`src/ure_pkg.sv`:
```
// shared types and constants for the ultrasonic echo ranger
// no dependencies; compiled first
`default_nettype none

package ure_pkg;

    localparam int TICKS_W = 32;
    localparam int OVF_W   = 9;
    localparam int DIST_W  = 16;
    localparam int CAP_W   = 16;
    localparam int SCALE_W = 17;
    localparam int FRAC_W  = 16;
    localparam int PROD_W  = TICKS_W + SCALE_W;
    localparam int SCALED_W = PROD_W - FRAC_W;

    localparam logic [SCALE_W-1:0] SCALE_Q16 = 17'd72561;

    localparam logic [1:0] OP_START   = 2'd0;
    localparam logic [1:0] OP_TICK    = 2'd1;
    localparam logic [1:0] OP_CAPTURE = 2'd2;

    localparam logic [1:0] REG_TIMEOUT = 2'd0;
    localparam logic [1:0] REG_MAX     = 2'd1;
    localparam logic [1:0] REG_MIN     = 2'd2;
    localparam logic [1:0] REG_LED     = 2'd3;

    localparam logic [7:0]        RST_TIMEOUT = 8'd1;
    localparam logic [DIST_W-1:0] RST_MAX     = 16'd25600;
    localparam logic [DIST_W-1:0] RST_MIN     = 16'd128;
    localparam logic [DIST_W-1:0] RST_LED     = 16'd1280;

    typedef struct packed {
        logic [7:0]        timeout_overflows;
        logic [DIST_W-1:0] max_distance;
        logic [DIST_W-1:0] min_distance;
        logic [DIST_W-1:0] led_threshold;
    } cfg_t;

    typedef struct packed {
        logic               timeout;
        logic [TICKS_W-1:0] ticks;
    } stage_t;

endpackage

`default_nettype wire

```
`src/ure_ifs.sv`:
```
// valid/ready channels for timer events and range results
// depends on nothing beyond the language
`default_nettype none

interface ure_event_if;
    logic        valid;
    logic        ready;
    logic [1:0]  opcode;
    logic [15:0] capture_count;
    logic        echo_level;

    modport source (output valid, output opcode, output capture_count,
                    output echo_level, input ready);
    modport sink (input valid, input opcode, input capture_count,
                  input echo_level, output ready);
endinterface

interface ure_result_if;
    logic        valid;
    logic        ready;
    logic [15:0] distance;
    logic        timed_out;
    logic        led_on;

    modport source (output valid, output distance, output timed_out,
                    output led_on, input ready);
    modport sink (input valid, input distance, input timed_out,
                  input led_on, output ready);
endinterface

`default_nettype wire

```
`src/ure_regs.sv`:
```
// apb configuration registers for the echo ranger
// depends on ure_pkg
`default_nettype none

module ure_regs
(
    input  wire logic        clk,
    input  wire logic        rst_n,
    input  wire logic        psel,
    input  wire logic        penable,
    input  wire logic        pwrite,
    input  wire logic [3:0]  paddr,
    input  wire logic [31:0] pwdata,
    output logic [31:0]      prdata,
    output logic             pready,
    output ure_pkg::cfg_t    cfg
);

    ure_pkg::cfg_t cfg_reg;
    ure_pkg::cfg_t cfg_next;
    logic [1:0]    idx;
    logic          wr_en;

    assign pready = 1'b1;
    assign idx    = paddr[3:2];
    assign wr_en  = psel && penable && pwrite;
    assign cfg    = cfg_reg;

    always_comb
    begin
        cfg_next = cfg_reg;
        if (wr_en)
        begin
            case (idx)
                ure_pkg::REG_TIMEOUT: cfg_next.timeout_overflows = pwdata[7:0];
                ure_pkg::REG_MAX:     cfg_next.max_distance      = pwdata[15:0];
                ure_pkg::REG_MIN:     cfg_next.min_distance      = pwdata[15:0];
                ure_pkg::REG_LED:     cfg_next.led_threshold     = pwdata[15:0];
                default:              cfg_next = cfg_reg;
            endcase
        end
    end

    always_comb
    begin
        case (idx)
            ure_pkg::REG_TIMEOUT: prdata = {24'd0, cfg_reg.timeout_overflows};
            ure_pkg::REG_MAX:     prdata = {16'd0, cfg_reg.max_distance};
            ure_pkg::REG_MIN:     prdata = {16'd0, cfg_reg.min_distance};
            ure_pkg::REG_LED:     prdata = {16'd0, cfg_reg.led_threshold};
            default:              prdata = 32'd0;
        endcase
    end

    always_ff @(posedge clk or negedge rst_n)
    begin
        if (!rst_n)
        begin
            cfg_reg.timeout_overflows <= ure_pkg::RST_TIMEOUT;
            cfg_reg.max_distance      <= ure_pkg::RST_MAX;
            cfg_reg.min_distance      <= ure_pkg::RST_MIN;
            cfg_reg.led_threshold     <= ure_pkg::RST_LED;
        end
        else
        begin
            cfg_reg <= cfg_next;
        end
    end

endmodule

`default_nettype wire

```
`src/ure_track.sv`:
```
// event tracking stage: overflow count, rising capture, pulse width in ticks
// depends on ure_pkg and ure_event_if
`default_nettype none

module ure_track
#(
    parameter int TIMER_PERIOD_BITS = 16
)
(
    input  wire logic       clk,
    input  wire logic       rst_n,
    input  ure_pkg::cfg_t   cfg,
    ure_event_if.sink       evt,
    input  wire logic       s1_take,
    output logic            s1_valid,
    output ure_pkg::stage_t s1_data
);

    logic [ure_pkg::OVF_W-1:0]   ovf_reg;
    logic [ure_pkg::OVF_W-1:0]   ovf_next;
    logic [ure_pkg::OVF_W-1:0]   ovf_inc;
    logic [ure_pkg::CAP_W-1:0]   rise_reg;
    logic [ure_pkg::CAP_W-1:0]   rise_next;
    logic                        s1_valid_reg;
    logic                        s1_valid_next;
    ure_pkg::stage_t             s1_data_reg;
    ure_pkg::stage_t             s1_data_next;
    logic                        acc;
    logic                        emit;
    logic [ure_pkg::TICKS_W-1:0] ticks;

    assign evt.ready = !s1_valid_reg || s1_take;
    assign acc       = evt.valid && evt.ready;
    assign s1_valid  = s1_valid_reg;
    assign s1_data   = s1_data_reg;
    assign ovf_inc   = ovf_reg + 1'b1;

    // pulse width, wrapping at the ticks width
    assign ticks = (ure_pkg::TICKS_W'(ovf_reg) << TIMER_PERIOD_BITS)
                 + ure_pkg::TICKS_W'(evt.capture_count)
                 - ure_pkg::TICKS_W'(rise_reg);

    always_comb
    begin
        emit         = 1'b0;
        ovf_next     = ovf_reg;
        rise_next    = rise_reg;
        s1_data_next = s1_data_reg;
        case (evt.opcode)
            ure_pkg::OP_START:
            begin
                ovf_next = '0;
            end
            ure_pkg::OP_TICK:
            begin
                if (ovf_inc > {1'b0, cfg.timeout_overflows})
                begin
                    ovf_next             = '0;
                    emit                 = 1'b1;
                    s1_data_next.timeout = 1'b1;
                    s1_data_next.ticks   = '0;
                end
                else
                begin
                    ovf_next = ovf_inc;
                end
            end
            ure_pkg::OP_CAPTURE:
            begin
                if (evt.echo_level)
                begin
                    rise_next = evt.capture_count;
                    ovf_next  = '0;
                end
                else
                begin
                    emit                 = 1'b1;
                    s1_data_next.timeout = 1'b0;
                    s1_data_next.ticks   = ticks;
                end
            end
            default:
            begin
                emit = 1'b0;
            end
        endcase

        if (acc)
            s1_valid_next = emit;
        else if (s1_take)
            s1_valid_next = 1'b0;
        else
            s1_valid_next = s1_valid_reg;
    end

    always_ff @(posedge clk or negedge rst_n)
    begin
        if (!rst_n)
        begin
            ovf_reg      <= '0;
            rise_reg     <= '0;
            s1_valid_reg <= 1'b0;
        end
        else
        begin
            s1_valid_reg <= s1_valid_next;
            if (acc)
            begin
                ovf_reg  <= ovf_next;
                rise_reg <= rise_next;
            end
        end
    end

    always_ff @(posedge clk)
    begin
        if (acc && emit)
            s1_data_reg <= s1_data_next;
    end

endmodule

`default_nettype wire

```
`src/ure_scale.sv`:
```
// scaling stage: ticks to 1/64 cm, clamping, led state, result register
// depends on ure_pkg and ure_result_if
`default_nettype none

module ure_scale
(
    input  wire logic       clk,
    input  wire logic       rst_n,
    input  ure_pkg::cfg_t   cfg,
    input  wire logic       s1_valid,
    input  ure_pkg::stage_t s1_data,
    output logic            s1_take,
    ure_result_if.source    res
);

    logic [ure_pkg::PROD_W-1:0]   prod;
    logic [ure_pkg::SCALED_W-1:0] scaled;
    logic [ure_pkg::DIST_W-1:0]   dist_calc;
    logic                         led_calc;
    logic                         led_reg;
    logic                         led_next;
    logic                         out_valid_reg;
    logic                         out_valid_next;
    logic [ure_pkg::DIST_W-1:0]   dist_reg;
    logic [ure_pkg::DIST_W-1:0]   dist_next;
    logic                         tmo_reg;

    assign s1_take = s1_valid && (!out_valid_reg || res.ready);

    assign prod   = ure_pkg::PROD_W'(s1_data.ticks) * ure_pkg::PROD_W'(ure_pkg::SCALE_Q16);
    assign scaled = prod[ure_pkg::PROD_W-1:ure_pkg::FRAC_W];

    always_comb
    begin
        if (scaled > ure_pkg::SCALED_W'(cfg.max_distance))
            dist_calc = cfg.max_distance;
        else if (scaled < ure_pkg::SCALED_W'(cfg.min_distance))
            dist_calc = '0;
        else
            dist_calc = scaled[ure_pkg::DIST_W-1:0];

        led_calc = dist_calc < cfg.led_threshold;

        if (s1_data.timeout)
        begin
            dist_next = '0;
            led_next  = led_reg;
        end
        else
        begin
            dist_next = dist_calc;
            led_next  = led_calc;
        end

        if (s1_take)
            out_valid_next = 1'b1;
        else if (res.ready)
            out_valid_next = 1'b0;
        else
            out_valid_next = out_valid_reg;
    end

    always_ff @(posedge clk or negedge rst_n)
    begin
        if (!rst_n)
        begin
            out_valid_reg <= 1'b0;
            led_reg       <= 1'b0;
        end
        else
        begin
            out_valid_reg <= out_valid_next;
            if (s1_take)
                led_reg <= led_next;
        end
    end

    always_ff @(posedge clk)
    begin
        if (s1_take)
        begin
            dist_reg <= dist_next;
            tmo_reg  <= s1_data.timeout;
        end
    end

    assign res.valid     = out_valid_reg;
    assign res.distance  = dist_reg;
    assign res.timed_out = tmo_reg;
    assign res.led_on    = led_reg;

endmodule

`default_nettype wire

```
`src/ultrasonic_echo_ranger.sv`:
```
// ultrasonic echo ranger top level: apb registers, event tracking, scaling
// depends on ure_pkg, ure_ifs, ure_regs, ure_track, ure_scale
//
// timer_evt carries one timer event per item: start, overflow tick, or edge
// capture with the latched timer value and echo level. range_res carries one
// result item for each falling-edge capture and for each overflow timeout;
// other events only update internal state and give no result.
// an event is accepted on any cycle ready is high; ready stays high as long
// as the result register drains, so one item per cycle is sustained.
// a result on its way to range_res passes the tick register, loaded at the
// edge that accepts its event, and then the result register behind the
// multiply and clamp stage.
// when range_res stalls, one result waits in the result register and one in
// the tick register; ready drops only once both are full.
// reset clears the overflow count, the rising capture, the led and all
// valid flags, and loads the register defaults (timeout 1, max 25600,
// min 128, led threshold 1280). registers sit at byte addresses 0, 4, 8, 12.
`default_nettype none

module ultrasonic_echo_ranger
#(
    parameter int TIMER_PERIOD_BITS = 16
)
(
    input  wire logic        clk,
    input  wire logic        rst_n,
    input  wire logic        psel,
    input  wire logic        penable,
    input  wire logic        pwrite,
    input  wire logic [3:0]  paddr,
    input  wire logic [31:0] pwdata,
    output logic [31:0]      prdata,
    output logic             pready,
    ure_event_if.sink        timer_evt,
    ure_result_if.source     range_res
);

    ure_pkg::cfg_t   cfg;
    logic            s1_take;
    logic            s1_valid;
    ure_pkg::stage_t s1_data;

    ure_regs u_regs
    (
        .clk     (clk),
        .rst_n   (rst_n),
        .psel    (psel),
        .penable (penable),
        .pwrite  (pwrite),
        .paddr   (paddr),
        .pwdata  (pwdata),
        .prdata  (prdata),
        .pready  (pready),
        .cfg     (cfg)
    );

    ure_track
    #(
        .TIMER_PERIOD_BITS (TIMER_PERIOD_BITS)
    )
    u_track
    (
        .clk      (clk),
        .rst_n    (rst_n),
        .cfg      (cfg),
        .evt      (timer_evt),
        .s1_take  (s1_take),
        .s1_valid (s1_valid),
        .s1_data  (s1_data)
    );

    ure_scale u_scale
    (
        .clk      (clk),
        .rst_n    (rst_n),
        .cfg      (cfg),
        .s1_valid (s1_valid),
        .s1_data  (s1_data),
        .s1_take  (s1_take),
        .res      (range_res)
    );

endmodule

`default_nettype wire
```
`src/flat_wrapper.sv`:
```
// flat-port wrapper written by rule: the top's interface ports become plain ports
module ultrasonic_echo_ranger_flat 
#(
    parameter int TIMER_PERIOD_BITS = 16
)
  (clk, rst_n, psel, penable, pwrite, paddr, pwdata, prdata, pready, timer_evt_valid, timer_evt_opcode, timer_evt_capture_count, timer_evt_echo_level, timer_evt_ready, range_res_valid, range_res_distance, range_res_timed_out, range_res_led_on, range_res_ready);
  ure_event_if timer_evt_i ();
  ure_result_if range_res_i ();
  input  wire logic clk;
  input  wire logic rst_n;
  input  wire logic psel;
  input  wire logic penable;
  input  wire logic pwrite;
  input  wire logic [3:0] paddr;
  input  wire logic [31:0] pwdata;
  output logic [31:0] prdata;
  output logic pready;
  input wire logic [$bits(timer_evt_i.valid)-1:0] timer_evt_valid;
  input wire logic [$bits(timer_evt_i.opcode)-1:0] timer_evt_opcode;
  input wire logic [$bits(timer_evt_i.capture_count)-1:0] timer_evt_capture_count;
  input wire logic [$bits(timer_evt_i.echo_level)-1:0] timer_evt_echo_level;
  output wire logic [$bits(timer_evt_i.ready)-1:0] timer_evt_ready;
  output wire logic [$bits(range_res_i.valid)-1:0] range_res_valid;
  output wire logic [$bits(range_res_i.distance)-1:0] range_res_distance;
  output wire logic [$bits(range_res_i.timed_out)-1:0] range_res_timed_out;
  output wire logic [$bits(range_res_i.led_on)-1:0] range_res_led_on;
  input wire logic [$bits(range_res_i.ready)-1:0] range_res_ready;
  assign timer_evt_i.valid = timer_evt_valid;
  assign timer_evt_i.opcode = timer_evt_opcode;
  assign timer_evt_i.capture_count = timer_evt_capture_count;
  assign timer_evt_i.echo_level = timer_evt_echo_level;
  assign timer_evt_ready = timer_evt_i.ready;
  assign range_res_valid = range_res_i.valid;
  assign range_res_distance = range_res_i.distance;
  assign range_res_timed_out = range_res_i.timed_out;
  assign range_res_led_on = range_res_i.led_on;
  assign range_res_i.ready = range_res_ready;
  ultrasonic_echo_ranger #(.TIMER_PERIOD_BITS(TIMER_PERIOD_BITS)) u_core (.clk(clk), .rst_n(rst_n), .psel(psel), .penable(penable), .pwrite(pwrite), .paddr(paddr), .pwdata(pwdata), .prdata(prdata), .pready(pready), .timer_evt(timer_evt_i), .range_res(range_res_i));
endmodule
```
`config.mk`:
```
export PLATFORM = sky130hd
export DESIGN_NAME = ultrasonic_echo_ranger_flat
export DESIGN_NICKNAME = d
export VERILOG_FILES = /design/src/ure_pkg.sv /design/src/ure_ifs.sv /design/src/ure_regs.sv /design/src/ure_track.sv /design/src/ure_scale.sv /design/src/ultrasonic_echo_ranger.sv /design/src/flat_wrapper.sv
export SDC_FILE = /design/constraint.sdc
export NUM_CORES = 1
export LEC_CHECK = 0
export BUFFER_PORTS_ARGS = -buffer_cell sky130_fd_sc_hd__buf_2
export CORE_ASPECT_RATIO = 0.5
export CORE_UTILIZATION = 35
export DETAILED_ROUTE_END_ITERATION = 10
export GPL_TIMING_DRIVEN = 1
export SLEW_MARGIN = 20
export SYNTH_ARGS = -nofsm -noshare
export SYNTH_HDL_FRONTEND = slang
export SYNTH_SLANG_ARGS = --single-unit
```
`constraint.sdc`:
```
create_clock -name clk -period 8.1 [get_ports clk]
set_clock_uncertainty 0.05 [all_clocks]
set_input_delay 1.215 -clock clk [delete_from_list [all_inputs] [get_ports clk]]
set_output_delay 1.215 -clock clk [all_outputs]
set_load 0.005 [all_outputs]
```
Word level (Yosys, flattened, before mapping)
Index checks and enable logic that the tools add are counted.
{"block": "op_classes", "n_bitwise": 1, "addsub": 3, "n_div": 0, "mul": 1, "n_mux": 16, "order_cmp": 4, "eq_ne": 8, "reduce_logical": 23, "shift": 0}
{"operator": "$pmux W32 S4", "n": 1}
{"operator": "$mux W33", "n": 2}
{"operator": "$pmux W33 S2", "n": 1}
{"operator": "$mul A32 B17 Y49 const B", "n": 1}
{"operator": "$gt A33 B16 Y1", "n": 1}
{"operator": "$lt A33 B16 Y1", "n": 1}
{"operator": "$mux W16", "n": 2}
{"operator": "$pmux W9 S3", "n": 1}
{"operator": "$sub A26 B16 Y27", "n": 1}
{"operator": "$add A25 B16 Y26", "n": 1}
{"operator": "$mux W9", "n": 2}
{"operator": "$lt A16 B16 Y1", "n": 1}
{"operator": "$reduce_and A2 Y1", "n": 5}
{"operator": "$add A9 B1 Y9 const B", "n": 1}
{"operator": "$gt A9 B8 Y1", "n": 1}
{"operator": "$eq A2 B2 Y1 const B", "n": 3}
{"operator": "$mux W1", "n": 6}
{"operator": "$ne A2 B2 Y1 const B", "n": 3}
{"operator": "$reduce_and A3 Y1", "n": 2}
{"operator": "$reduce_bool A2 Y1", "n": 3}
{"operator": "$logic_and A1 B1 Y1", "n": 5}
{"operator": "$eq A2 B1 Y1 const B", "n": 2}
{"operator": "$logic_not A2 Y1", "n": 2}
{"operator": "$reduce_and A4 Y1", "n": 1}
{"operator": "5 further kinds", "n": 7}
{"block": "word_totals", "input_bits": 62, "mem_count": 0, "latchBits": 0, "ramBits": 0, "elab_cells": 69, "output_inout_bits": 53, "regBits": 134, "rom_bits": 0}

Depth between registers and ports, before layout
Gate-level depths: netlist of the first run.
{"block": "logic_depth", "ltp_word": 7, "depth_mapped": 44, "depth_no_buf": 42}

Cells and area by module
From an unflattened synthesis of the first run, not the netlist that was laid out.
{"block": "unflattened", "cells_unflattened": 1831, "hier_area_um2": 17966.0}
{"mod": "ure_scale", "seq_area_each_um2": 560.5, "cells_each": 1303, "area_each_um2": 11702.5, "n_inst": 1}
{"mod": "ure_track", "seq_area_each_um2": 1491.4, "cells_each": 358, "area_each_um2": 3552.2, "n_inst": 1}
{"mod": "ure_regs", "seq_area_each_um2": 1410.1, "cells_each": 170, "area_each_um2": 2711.4, "n_inst": 1}

Worst setup path after synthesis of the first run
No wires, ideal clock.
{"block": "synth_path", "path_type": "register to register", "from": "reg u_core.u_track.s1_data_reg (netlist bit u_core.u_track.s1_data[8])", "to": "reg u_core.u_scale.led_reg, in the netlist u_core.u_scale.res.led_on", "t_arrival_ps": 8402, "stages_incl_launch_ff": 41, "t_required_ps": 7963, "slack_ps": -438, "synth_period_minus_slack_ps": 8538, "setup_ps": 87, "path_buffers": 2, "cell_sequence": "edfxtp_1 > ha_1 > inv_1 > fa_1 > inv_1 > fa_1 > fa_1 > fa_1 > fa_1 > ha_1 > a21o_1 > a211o_1 > a21oi_1 > nand2_1 > a21oi_1 > o21bai_1 > xor2_1 > ha_1 > [5 not listed] > a21oi_1 > nor3_1 > and4_1 > buf_6 > buf_8 > mux2i_1 > ha_1 > a21oi_1 > nor2b_1 > o21ai_0 > nand2b_1 > a21oi_1 > nor2b_1 > o21ai_0 > nand2b_1 > a2111oi_0 > nand4_1 > o211ai_1"}
{"block": "synth_between", "elab_chain_len": 5, "elab_cells_between_ends": 6, "cone_classes": "mul (1); order compare (3); mux (2)"}
{"item": "from (decl)", "line": "ure_track.sv:26", "text": "ure_pkg::stage_t s1_data_reg;"}
{"item": "from (signal assigned)", "line": "ure_track.sv:118", "text": "s1_data_reg <= s1_data_next;"}
{"item": "$mul A32 B17 Y49 (*)", "line": "ure_scale.sv:30", "text": "assign prod = ure_pkg::PROD_W'(s1_data.ticks) * ure_pkg::PROD_W'(ure_pkg::SCALE_Q16);"}
{"item": "$lt A33 B16 Y1", "line": "ure_scale.sv:37", "text": "else if (scaled < ure_pkg::SCALED_W'(cfg.min_distance))"}
{"item": "$mux W16", "line": "ure_scale.sv:37"}
{"item": "$mux W16 (*)", "line": "ure_scale.sv:35", "text": "if (scaled > ure_pkg::SCALED_W'(cfg.max_distance))"}
{"item": "named net u_core.u_scale.dist_calc, one bit", "line": "ure_scale.sv:18", "text": "logic [ure_pkg::DIST_W-1:0] dist_calc;"}
{"item": "$lt A16 B16 Y1 (*)", "line": "ure_scale.sv:42", "text": "led_calc = dist_calc < cfg.led_threshold;"}
{"item": "to (signal assigned)", "line": "ure_scale.sv:74", "text": "led_reg <= led_next;"}
{"item": "to (decl)", "line": "ure_scale.sv:20", "text": "logic led_reg;"}
Mark *: on every way through the listed nets, which the timed path passes. The rest lies on a longest branch.
A chain may end at the register's enable or synchronous reset.

Final worst setup path of the first run
{"block": "layout_path", "from": "reg u_core.u_track.s1_data_reg (netlist bit u_core.u_track.s1_data[7])", "to": "reg u_core.u_scale.led_reg, in the netlist u_core.u_scale.res.led_on"}
The elaborated chain is that of the path after synthesis.

==> results by group, run 1 <==
GRT
  • Largest net degree at the start of global routing: 56
  • Number of global-route vias before repair: 13100
  • Initial antenna violation count: 0
  • Grt total ovfl: 0
  • First-pass GRT wire length: 72400 um
  • Total global-route track usage: 0.196

Detailed routing
  • Final wirelength: 44900 um
  • DR pass1 iterations: 5
  • Drt wl/cell: 16.9 um
  • Vias: 12800
  • DR vias/cell: 4.79
  • Initial DRC count: 688
  • Drt drc: 0
  • Routed Antenna Nets: 0

Yosys
  • Cell taking the most area after synthesis: fa_1
  • Top post-synthesis cells by area: fa_1, ha_1, dfrtp_1
  • Mean post-synth cell area: 9.61 um^2
  • Post-Syn Area: 16300 um^2
  • Netlist cell types: 75
  • Seq/Total Area, Yosys: 0.213
  • Post-synth EDFFs: 45
  • Ys Warns: 0
  • Gate Count Post-Synth: 1691
  • Fraction of registers with async set/reset: 0.651
  • Synth Register Bits: 129
  • Synth top area share: 0.208
  • Top FF cell, synth: dfrtp_1

Clock network
  • Worst-case clock buffer depth: 2
  • # H-tree levels: 4
  • Worst skew pair latency: 450 ps
  • Hold Buf Count CTS: 0
  • Root Buffer: clkbuf_16
  • Clock Pin Slew Worst Setup and Hold Paths: 70 ps
  • CTS tree: yes
  • Clock buffer count from CTS: 17
  • Clock Sinks: 129

STA
  • RSZ-0062 raised after global routing: true
  • Fin crit share: 1.08
  • Max-slew headroom: 0.259
  • Setup violators final: 1
  • Shortest period the worst path allows: 8710 ps
  • Final worst setup slack: -613 ps
  • Slew @ Worst Pin: 1110 ps
  • Final Hold Fails: 0
  • Slew Viols, Final: 0
  • Max Clk Rate: 0.115 GHz

Die
  • Chip height: 154 um
  • Std cell rows: 55
  • Die W: 307 um
  • CORE AREA: 45500 um^2
  • # IOs: 115
  • Starting Density: 0.357
  • Die ar.: 47400 um^2

Job
  • Max Cap Violations: 0

Cells and area
  • Layout area overhead: 26.6%
  • Reg area: 3460 um^2
  • Final Cell Area: 20600 um^2
  • Max FFs per register: 56
  • Nets@finish: 2498
  • Layout cell share with drive strength beyond 1: 0.280
  • Multi-input gate area: 11900 um^2
  • Antenna cells: 0
  • Layout fillers: 4319

Worst setup path
  • Slowest cell delay on critical path: 520 ps
  • Worst Setup Start Kind: flop
  • CP max stage cell: edfxtp_1
  • CP Class: flop to flop
  • Critical Path RT: 8410 ps
  • WP data arrival: 9020 ps
  • Max Fanout on Critical Path: 4
  • Critical Path End Type: flop

Placed design
  • Area after DPL: 19200 um^2
  • Port Buf Inserts: 79
  • GPL Wtd Cong: 0.917
  • Post-DP HPWL: 37400 um

Status
  • Failing checks: setup timing
  • Outcome: complete, but fails checks

Hold path
  • Hold Crit Class: flop to flop
cell families after synthesis:
group / Yosys count / synth area share
compound gates: 271 / 0.104
mux: 69 / 0.0519
buf+inv: 418 / 0.103
simple gates: 338 / 0.104
xor+xnor: 53 / 0.0286
flops: 129 / 0.213
other cells: 2 / 0.000462
fa+ha+maj: 411 / 0.394
layout by cell type, fill, tap and decap left out, types with 10 or more instances in the layout:
cell type	instances
a21o_1	26
a21oi_1	45
a21oi_2	19
a22o_1	10
a31oi_1	10
buf_2	78
buf_4	276
clkbuf_16	17
conb_1	17
dfrtp_1	77
edfxtp_1	45
fa_1	166
ha_1	209
ha_4	31
inv_1	353
mux2_2	41
mux2i_1	16
nand2_1	105
nand2b_1	15
nand3_1	10
nand4_1	29
nor2_1	66
nor2b_1	31
nor3_1	14
o21a_1	17
o21ai_0	72
o21ai_1	15
or3_1	10
xnor2_1	25
xor2_1	19
through the flow:
| step | hold slack [ps] | util | TNS (ps) | std cells | setup slack, ps |
|---|---|---|---|---|---|
| 6_report | 442 | 0.452 | -613 | 2665 | -613 |
| 3_5_place_dp | 428 | 0.422 | -927 | 2600 | -927 |
| 2_1_floorplan | 404 | - | -27.4 | 1706 | -27.4 |
| 4_1_cts | 441 | 0.444 | -605 | 2651 | -605 |
| 5_1_grt | 466 | 0.452 | -1030 | 2665 | -1030 |
| 3_3_place_gp | 416 | 0.422 | -768 | 2600 | -768 |
what timing repair did:
| item | CTS | global route |
|---|---|---|
| gates resized for setup | 53 | 40 |
| setup endpoints to repair | 1 | 1 |
| buffers inserted | 19 | 14 |
| cloned | 0 | 0 |
| pin swaps | 32 | 41 |
final cells by class:
| type | count | share of cell area |
|---|---|---|
| Multi-Input combinational cell | 1159 | 0.578 |
| Sequential cell | 129 | 0.168 |
| Timing Repair Buffer | 358 | 0.123 |
| Inverter | 360 | 0.0657 |
| Tap cell | 627 | 0.0381 |
| Clock buffer | 17 | 0.0207 |
| Clock inverter | 15 | 0.00687 |
synth_stat cells (all sizes together), types with 5 or more instances:
cell	count
o21ai	95
nor2	68
nand2b	15
xnor2	29
mux4	8
fa	169
a31oi	13
a22o	10
clkbuf	27
and2	6
a21oi	65
a21o	26
or2	6
nor3	18
inv	360
a211oi	5
nand3	14
a21boi	5
nand2	112
xor2	24
nand4	29
and3	7
mux2	42
edfxtp	45
o21a	17
ha	242
buf	31
nor2b	31
dfstp	7
dfrtp	77
o211ai	8
nor4	11
or3	10
o21bai	8
mux2i	19
path summary, 6_finish.rpt:
path                       slack (ps)                                      end  depth (start not counted)                                    start
setup reg to reg                 -610    u_core.u_scale.res.led_on$_DFFE_PN0P_                         43  u_core.u_track.s1_data[7]$_SDFFCE_PN0P_
setup / recovery                 -610    u_core.u_scale.res.led_on$_DFFE_PN0P_                         43  u_core.u_track.s1_data[7]$_SDFFCE_PN0P_
hold / removal                    440   u_core.u_track.rise_reg[0]$_DFFE_PN0P_                          2   u_core.u_track.rise_reg[0]$_DFFE_PN0P_
min in group asynchronous         670  u_core.u_track.rise_reg[15]$_DFFE_PN0P_                          1                                    rst_n
hold reg to reg                   440   u_core.u_track.rise_reg[0]$_DFFE_PN0P_                          2   u_core.u_track.rise_reg[0]$_DFFE_PN0P_
max in group asynchronous        6220        u_core.u_regs.cfg[15]$_DFFE_PN0P_                          2                                    rst_n
worst max-delay path, delay by kind of cell, from the launching register on:
kind                     cells  cell delay (ps)
XOR/XNOR                     1              150
flip-flops                   1              520
AO/OA/AOI/OAI               15             2460
AND/OR/NAND/NOR              9             1040
multiplexers                 1              290
adder cells (fa/ha/maj)      9             3520
buffers and inverters        8              600
metal layers:
| metal | vias up | global-route usage | share of wire |
|---|---|---|---|
| li1 | 6211 | - | - |
| met1 | 6268 | 0.274 | 0.48 |
| met2 | 228 | 0.327 | 0.47 |
| met3 | 46 | 0.0207 | 0.033 |
| met4 | 0 | 0.0457 | 0.018 |
| met5 | - | 0 | 0 |
Power of run 1 is not shown: default switching activity piles up to over one toggle a cycle in this logic, so the estimate is an artifact.
==> inputs of run 2 (changes only) <==
CORE_UTILIZATION = 55   (was 35)
PLACE_DENSITY_LB_ADDON = 0.1   (was not set)
==> run 2 against run 1 <==
The flow still finishes with violations (setup timing). Register-to-register slack better by 60 ps. Critical endpoint unchanged. Global-route usage increased by 9.8 points. Worst hold slack improved by 11 ps. Highest routed layer unchanged. Largest cell class unchanged. Wire length fell by 3.9%. Non-clock buffer count grew 10.
==> results by group, run 2 (synthesis results as in run 1) <==
Cells and area
  • Antenna cells: 0 (unchanged)
  • Nets@finish: 2508 (+0.40%)
  • Layout fillers: 2212 (-49%)
  • Most frequent cells in the layout: inv_1, buf_4, ha_1, fa_1, nand2_1
  • Multi-input gate area: 12000 um^2 (+0.75%)
  • Reg area: 3460 um^2 (unchanged)
  • Max FFs per register: 56 (unchanged)
  • Most common cell after layout, fill and taps aside: inv_1
  • Final Cell Area: 20500 um^2 (-0.58%)
  • Layout cell share with drive strength beyond 1: 0.289 (+0.00938)
  • Layout area overhead: 25.9%

GRT
  • Initial antenna violation count: 0 (unchanged)
  • GR peak layer: met2
  • Number of global-route vias before repair: 13300 (+1.5%)
  • Met1 Track Usage GR: 0.416 (+0.142)
  • Largest net degree at the start of global routing: 67 (+20%)
  • Met3 Use GR: 0.0378 (+0.0171)
  • Total global-route track usage: 0.295 (+0.0983)
  • First-pass GRT wire length: 68900 um (-4.8%)
  • Grt total ovfl: 0 (unchanged)
  • Met2 Use GR: 0.492 (+0.165)

STA
  • Max Clk Rate: 0.116 GHz (+0.73%)
  • Fin crit share: 1.07 (-0.00782)
  • Shortest period the worst path allows: 8650 ps (-63.4 ps)
  • Setup TNS: -550 ps (+63.4 ps)
  • Slew Viols, Final: 0 (unchanged)
  • Slew @ Worst Pin: 1030 ps (-75.4 ps)
  • Setup violators final: 1 (unchanged)
  • Final worst setup slack: -550 ps (+63.4 ps)
  • Final Hold Fails: 0 (unchanged)
  • Max-slew headroom: 0.311 (+0.0525)
  • RSZ-0062 raised after global routing: true

Placed design
  • Post-DP HPWL: 35900 um (-4.0%)
  • GPL Wtd Cong: 0.921 (+0.43%)
  • Area after DPL: 18900 um^2 (-1.6%)
  • Port Buf Inserts: 79 (unchanged)

Hold path
  • Start point of the worst hold path: u_core.u_track.rise_reg[0]$_DFFE_PN0P_
  • Hold Path Depth: 2 (unchanged)
  • Worst Hold End: u_core.u_track.rise_reg[0]$_DFFE_PN0P_
  • Hold Crit Class: flop to flop

Worst setup path
  • Critical Path End Type: flop
  • RR Startpoint: u_core.u_track.s1_data[9]$_SDFFCE_PN0P_
  • CP Class: flop to flop
  • CP startpoint: u_core.u_track.s1_data[9]$_SDFFCE_PN0P_
  • Max Fanout on Critical Path: 6 (+2)
  • R2r setup slk: -550 ps (+60 ps)
  • R2R cell count: 40 (-7.0%)
  • Critical R2R Capture: u_core.u_scale.res.led_on$_DFFE_PN0P_
  • Slowest cell delay on critical path: 540 ps (+20 ps)
  • Most Frequent Cell on Critical Path: fa_1
  • Critical Path RT: 8410 ps (about the same)
  • Worst Setup Start Kind: flop
  • WP data arrival: 8960 ps (-60 ps)
  • CP max stage cell: fa_1

Clock network
  • Clock Sinks: 129 (unchanged)
  • Hold Buf Count CTS: 0 (unchanged)
  • Clock buffer count from CTS: 17 (unchanged)
  • Clock Pin Slew Worst Setup and Hold Paths: 60 ps (about the same)
  • CTS tree: yes
  • Worst skew pair latency: 450 ps (about the same)
  • Worst-case clock buffer depth: 2 (unchanged)
  • Root Buffer: clkbuf_16
  • # H-tree levels: 4 (unchanged)

Detailed routing
  • Vias: 13100 (+2.6%)
  • Drt drc: 0 (unchanged)
  • Final wirelength: 43100 um (-3.9%)
  • DR pass1 iterations: 5 (unchanged)
  • Initial DRC count: 660 (-4.1%)
  • Routed Antenna Nets: 0 (unchanged)
  • DR vias/cell: 5.36 (+12%)
  • Drt wl/cell: 17.7 um (+5.0%)

Status
  • Failing checks: setup timing
  • Outcome: complete, but fails checks

Job
  • Max Cap Violations: 0 (unchanged)

Die
  • Std cell rows: 44 (-20%)
  • # IOs: 115 (unchanged)
  • Die ar.: 30300 um^2 (-36%)
  • CORE AREA: 29000 um^2 (-36%)
  • Chip height: 124 um (-20%)
  • Starting Density: 0.560 (+0.203)
  • Die W: 245 um (-20%)
[run 2: changes by cell type in the layout (fill, tap and decap cells not counted), sizes merged]
cell      delta
clkinvlp     -2
clkbuf       +2
inv          -1
bufinv       +1
buf         +10
[run 2: worst max-delay path: cells and delay by family (launching register included)]
| family | cells | cell delay, ps |
|---|---|---|
| xor+xnor | 1 | 150 |
| buf+inv | 8 | 810 |
| flops | 1 | 520 |
| mux | 1 | 280 |
| compound gates | 8 | 1210 |
| simple gates | 13 | 1990 |
| fa+ha+maj | 9 | 3540 |
[run 2: final cells by class]
type                    instances  area share
inverters                     360      0.0661
clock inverters                13     0.00654
flip-flops and latches        129       0.169
well taps                     391      0.0239
multi-input cells            1159       0.585
clock buffers                  19      0.0222
repair buffers                368       0.127
[run 2: per-stage QoR]
step / setup slack, ps / utilization / instances / hold slack (ps)
after detailed placement: -987 / 0.651 / 2367 / 443
after CTS: -655 / 0.686 / 2419 / 456
final: -550 / 0.705 / 2439 / 453
after global placement: -760 / 0.651 / 2367 / 425
after floorplan: -27.4 / - / 1706 / 404
after global routing: -917 / 0.705 / 2439 / 468
[run 2: how the worst max path moves through the flow]
| stage | endpoint | slack (ps) | depth (start not counted) |
|---|---|---|---|
| detailed placement | u_core.u_scale.res.led_on$_DFFE_PN0P_ | -990 | 36 |
| global route | u_core.u_scale.res.led_on$_DFFE_PN0P_ | -920 | 39 |
| floorplan | u_core.u_scale.res.led_on$_DFFE_PN0P_ | -30 | 43 |
| global placement | u_core.u_scale.res.led_on$_DFFE_PN0P_ | -760 | 39 |
| CTS | u_core.u_scale.res.led_on$_DFFE_PN0P_ | -660 | 42 |
| finish | u_core.u_scale.res.led_on$_DFFE_PN0P_ | -550 | 40 |
[run 2: layer usage]
metal,wire length (um),share of wire,up-vias
met3,1660,0.038,38
met4,571,0.013,0
met1,20100,0.46,6559
met5,0,0,-
met2,20900,0.48,250
li1,-,-,6236
[run 2: what timing repair did]
action / in CTS / in global routing
pin swaps: 25 / 50
endpoints found under the setup margin: 8 / 11
buffers inserted: 20 / 19
gates resized for setup: 45 / 70
Power of run 2 is left out for the same reason.
==> inputs of run 3 (changes only) <==
CELL_PAD_IN_SITES_DETAIL_PLACEMENT = 1   (was not set)
CELL_PAD_IN_SITES_GLOBAL_PLACEMENT = 1   (was not set)
CORE_UTILIZATION = 45   (was 55)
CTS_CLUSTER_SIZE = 8   (was not set)
PLACE_DENSITY_LB_ADDON = 0.08   (was 0.1)
==> run 3 against run 2 <==
Cell area is 0.15% higher. Critical endpoint unchanged. Via count is 2.0% higher. The run still ends with setup timing left. Sequential share of layout area hardly changed. Global-route usage is 1.1 points lower. Clock-buffer cell count is 1 lower. Largest cell class unchanged. Highest routed layer unchanged. Worst setup slack worse by 180 ps.
==> results by group, run 3 (synthesis results as in run 1) <==
Detailed routing
  • DR vias/cell: 5.28 (-1.6%)
  • DR pass1 iterations: 5 (unchanged)
  • Final wirelength: 51200 um (+19%)
  • Metal3 WL: 1350 um (-18%)
  • Initial DRC count: 516 (-22%)
  • Drt wl/cell: 20.2 um (+14%)
  • Met1 wire length: 23400 um (+17%)
  • Top layer in use: met4
  • Met2 wire length: 25600 um (+23%)
  • Drt drc: 0 (unchanged)
  • Routed Antenna Nets: 0 (unchanged)
  • Vias: 13400 (+2.0%)

STA
  • Final worst setup slack: -725 ps (-175 ps)
  • Max-slew headroom: 0.277 (-0.0345)
  • Shortest period the worst path allows: 8830 ps (+175 ps)
  • RSZ-0062 raised after global routing: true
  • Final Hold Fails: 0 (unchanged)
  • Setup violators final: 1 (unchanged)
  • Worst hold slack: 458 ps (+4.57 ps)
  • Fin crit share: 1.09 (+0.0217)
  • Slew Viols, Final: 0 (unchanged)
  • Slew @ Worst Pin: 1080 ps (+48.5 ps)
  • Max Clk Rate: 0.113 GHz (-2.0%)

Cells and area
  • Most frequent cells in the layout: inv_1, buf_4, ha_1, fa_1, nand2_1
  • Nets@finish: 2514 (+0.24%)
  • Final Non-Filler Cells: 2529 (+3.7%)
  • Reg area: 3460 um^2 (unchanged)
  • Layout area overhead: 26.1%
  • Max FFs per register: 56 (unchanged)
  • Antenna cells: 0 (unchanged)
  • Multi-input gate area: 11800 um^2 (-1.4%)
  • Layout fillers: 3961 (+79%)
  • Most common cell after layout, fill and taps aside: inv_1
  • Final Cell Area: 20500 um^2 (+0.15%)
  • Layout cell share with drive strength beyond 1: 0.279 (-0.0101)

Die
  • Die W: 271 um (+10%)
  • Die ar.: 36900 um^2 (+22%)
  • # IOs: 115 (unchanged)
  • CORE AREA: 35000 um^2 (+21%)
  • Starting Density: 0.464 (-0.0960)
  • Std cell rows: 48 (+9.1%)
  • Chip height: 136 um (+10%)

Placed design
  • Port Buf Inserts: 79 (unchanged)
  • Pre-CTS WS: -1150 ps (-162 ps)
  • Post-DP HPWL: 41900 um (+16%)
  • GPL Wtd Cong: 0.885 (-3.9%)
  • Cells after DPL: 2457 (+3.8%)
  • Area after DPL: 19000 um^2 (+0.79%)

Worst setup path
  • Worst Setup Start Kind: flop
  • Most Frequent Cell on Critical Path: fa_1
  • Slowest cell delay on critical path: 550 ps (about the same)
  • Worst path bufs/invs: 6 (-2)
  • RR Startpoint: u_core.u_track.s1_data[12]$_SDFFCE_PN0P_
  • CP Class: flop to flop
  • Critical R2R Capture: u_core.u_scale.res.led_on$_DFFE_PN0P_
  • Critical Path End Type: flop
  • Max Fanout on Critical Path: 7 (+1)
  • R2R cell count: 38 (-5.0%)
  • CP max stage cell: fa_1
  • R2r setup slk: -730 ps (-180 ps)
  • Worst path top cell family by delay: adder cells
  • Critical Path RT: 8420 ps (about the same)
  • WP data arrival: 9150 ps (+190 ps)

GRT
  • Total global-route track usage: 0.284 (-0.0109)
  • First-pass GRT wire length: 80500 um (+17%)
  • Initial antenna violation count: 0 (unchanged)
  • Number of global-route vias before repair: 14700 (+11%)
  • Grt total ovfl: 0 (unchanged)
  • Largest net degree at the start of global routing: 76 (+13%)

Clock network
  • # H-tree levels: 4 (unchanged)
  • CTS tree: yes
  • Worst skew pair latency: 460 ps (about the same)
  • Clock buffer count from CTS: 17 (unchanged)
  • Root Buffer: clkbuf_16
  • Worst-case clock buffer depth: 2 (unchanged)
  • Clock Sinks: 129 (unchanged)
  • Clock Pin Slew Worst Setup and Hold Paths: 70 ps (about the same)
  • Hold Buf Count CTS: 0 (unchanged)

Status
  • Failing checks: setup timing
  • Outcome: complete, but fails checks

Hold path
  • Start point of the worst hold path: u_core.u_track.rise_reg[13]$_DFFE_PN0P_
  • Worst Hold End: u_core.u_track.rise_reg[13]$_DFFE_PN0P_
  • Hold Path Depth: 1 (-1)
  • Hold Crit Class: flop to flop

Job
  • Max Cap Violations: 0 (unchanged)
-- run 3: cell types whose count changed in the layout (fill, tap and decap cells not counted), sizes merged --
| cell | previous run | this run |
|---|---|---|
| buf | 368 | 374 |
| bufinv | 1 | 2 |
| clkbuf | 19 | 18 |
| clkinv | 2 | 3 |
| clkinvlp | 2 | 1 |
-- run 3: metrics by stage --
stage,setup TNS (ps),util
final,-725,0.585
after global routing,-1190,0.585
after CTS,-670,0.578
after detailed placement,-1740,0.544
after global placement,-842,0.544
after floorplan,-27.4,-
-- run 3: timing repair --
action	CTS	global route
setup buffers	29	11
gates resized for setup	59	23
pin swaps	45	25
gates cloned	0	0
endpoints found under the setup margin	10	11
-- run 3: worst max path at each step --
stage / slack, ps / to / startpoint / cells past startpoint
global route: -1120 / u_core.u_scale.res.led_on$_DFFE_PN0P_ / u_core.u_track.s1_data[12]$_SDFFCE_PN0P_ / 38
finish: -730 / u_core.u_scale.res.led_on$_DFFE_PN0P_ / u_core.u_track.s1_data[12]$_SDFFCE_PN0P_ / 38
global placement: -840 / u_core.u_scale.res.led_on$_DFFE_PN0P_ / u_core.u_track.s1_data[13]$_SDFFCE_PN0P_ / 39
CTS: -670 / u_core.u_scale.res.led_on$_DFFE_PN0P_ / u_core.u_track.s1_data[7]$_SDFFCE_PN0P_ / 43
detailed placement: -1150 / u_core.u_scale.res.led_on$_DFFE_PN0P_ / u_core.u_track.s1_data[13]$_SDFFCE_PN0P_ / 39
floorplan: -30 / u_core.u_scale.res.led_on$_DFFE_PN0P_ / u_core.u_track.s1_data[11]$_SDFFCE_PN0P_ / 43
-- run 3: layer usage --
layer,global-route usage,up-vias
li1,-,6242
met1,0.379,6877
met2,0.496,185
met3,0.0323,47
met4,0.0647,0
met5,0,-
-- run 3: area by class of cell --
type,instances,share of cell area
flip-flops and latches,129,0.169
repair buffers,374,0.128
clock buffers,18,0.0220
well taps,475,0.0290
multi-input cells,1159,0.576
inverters,360,0.0660
clock inverters,14,0.00934
Power of run 3 is left out for the same reason.
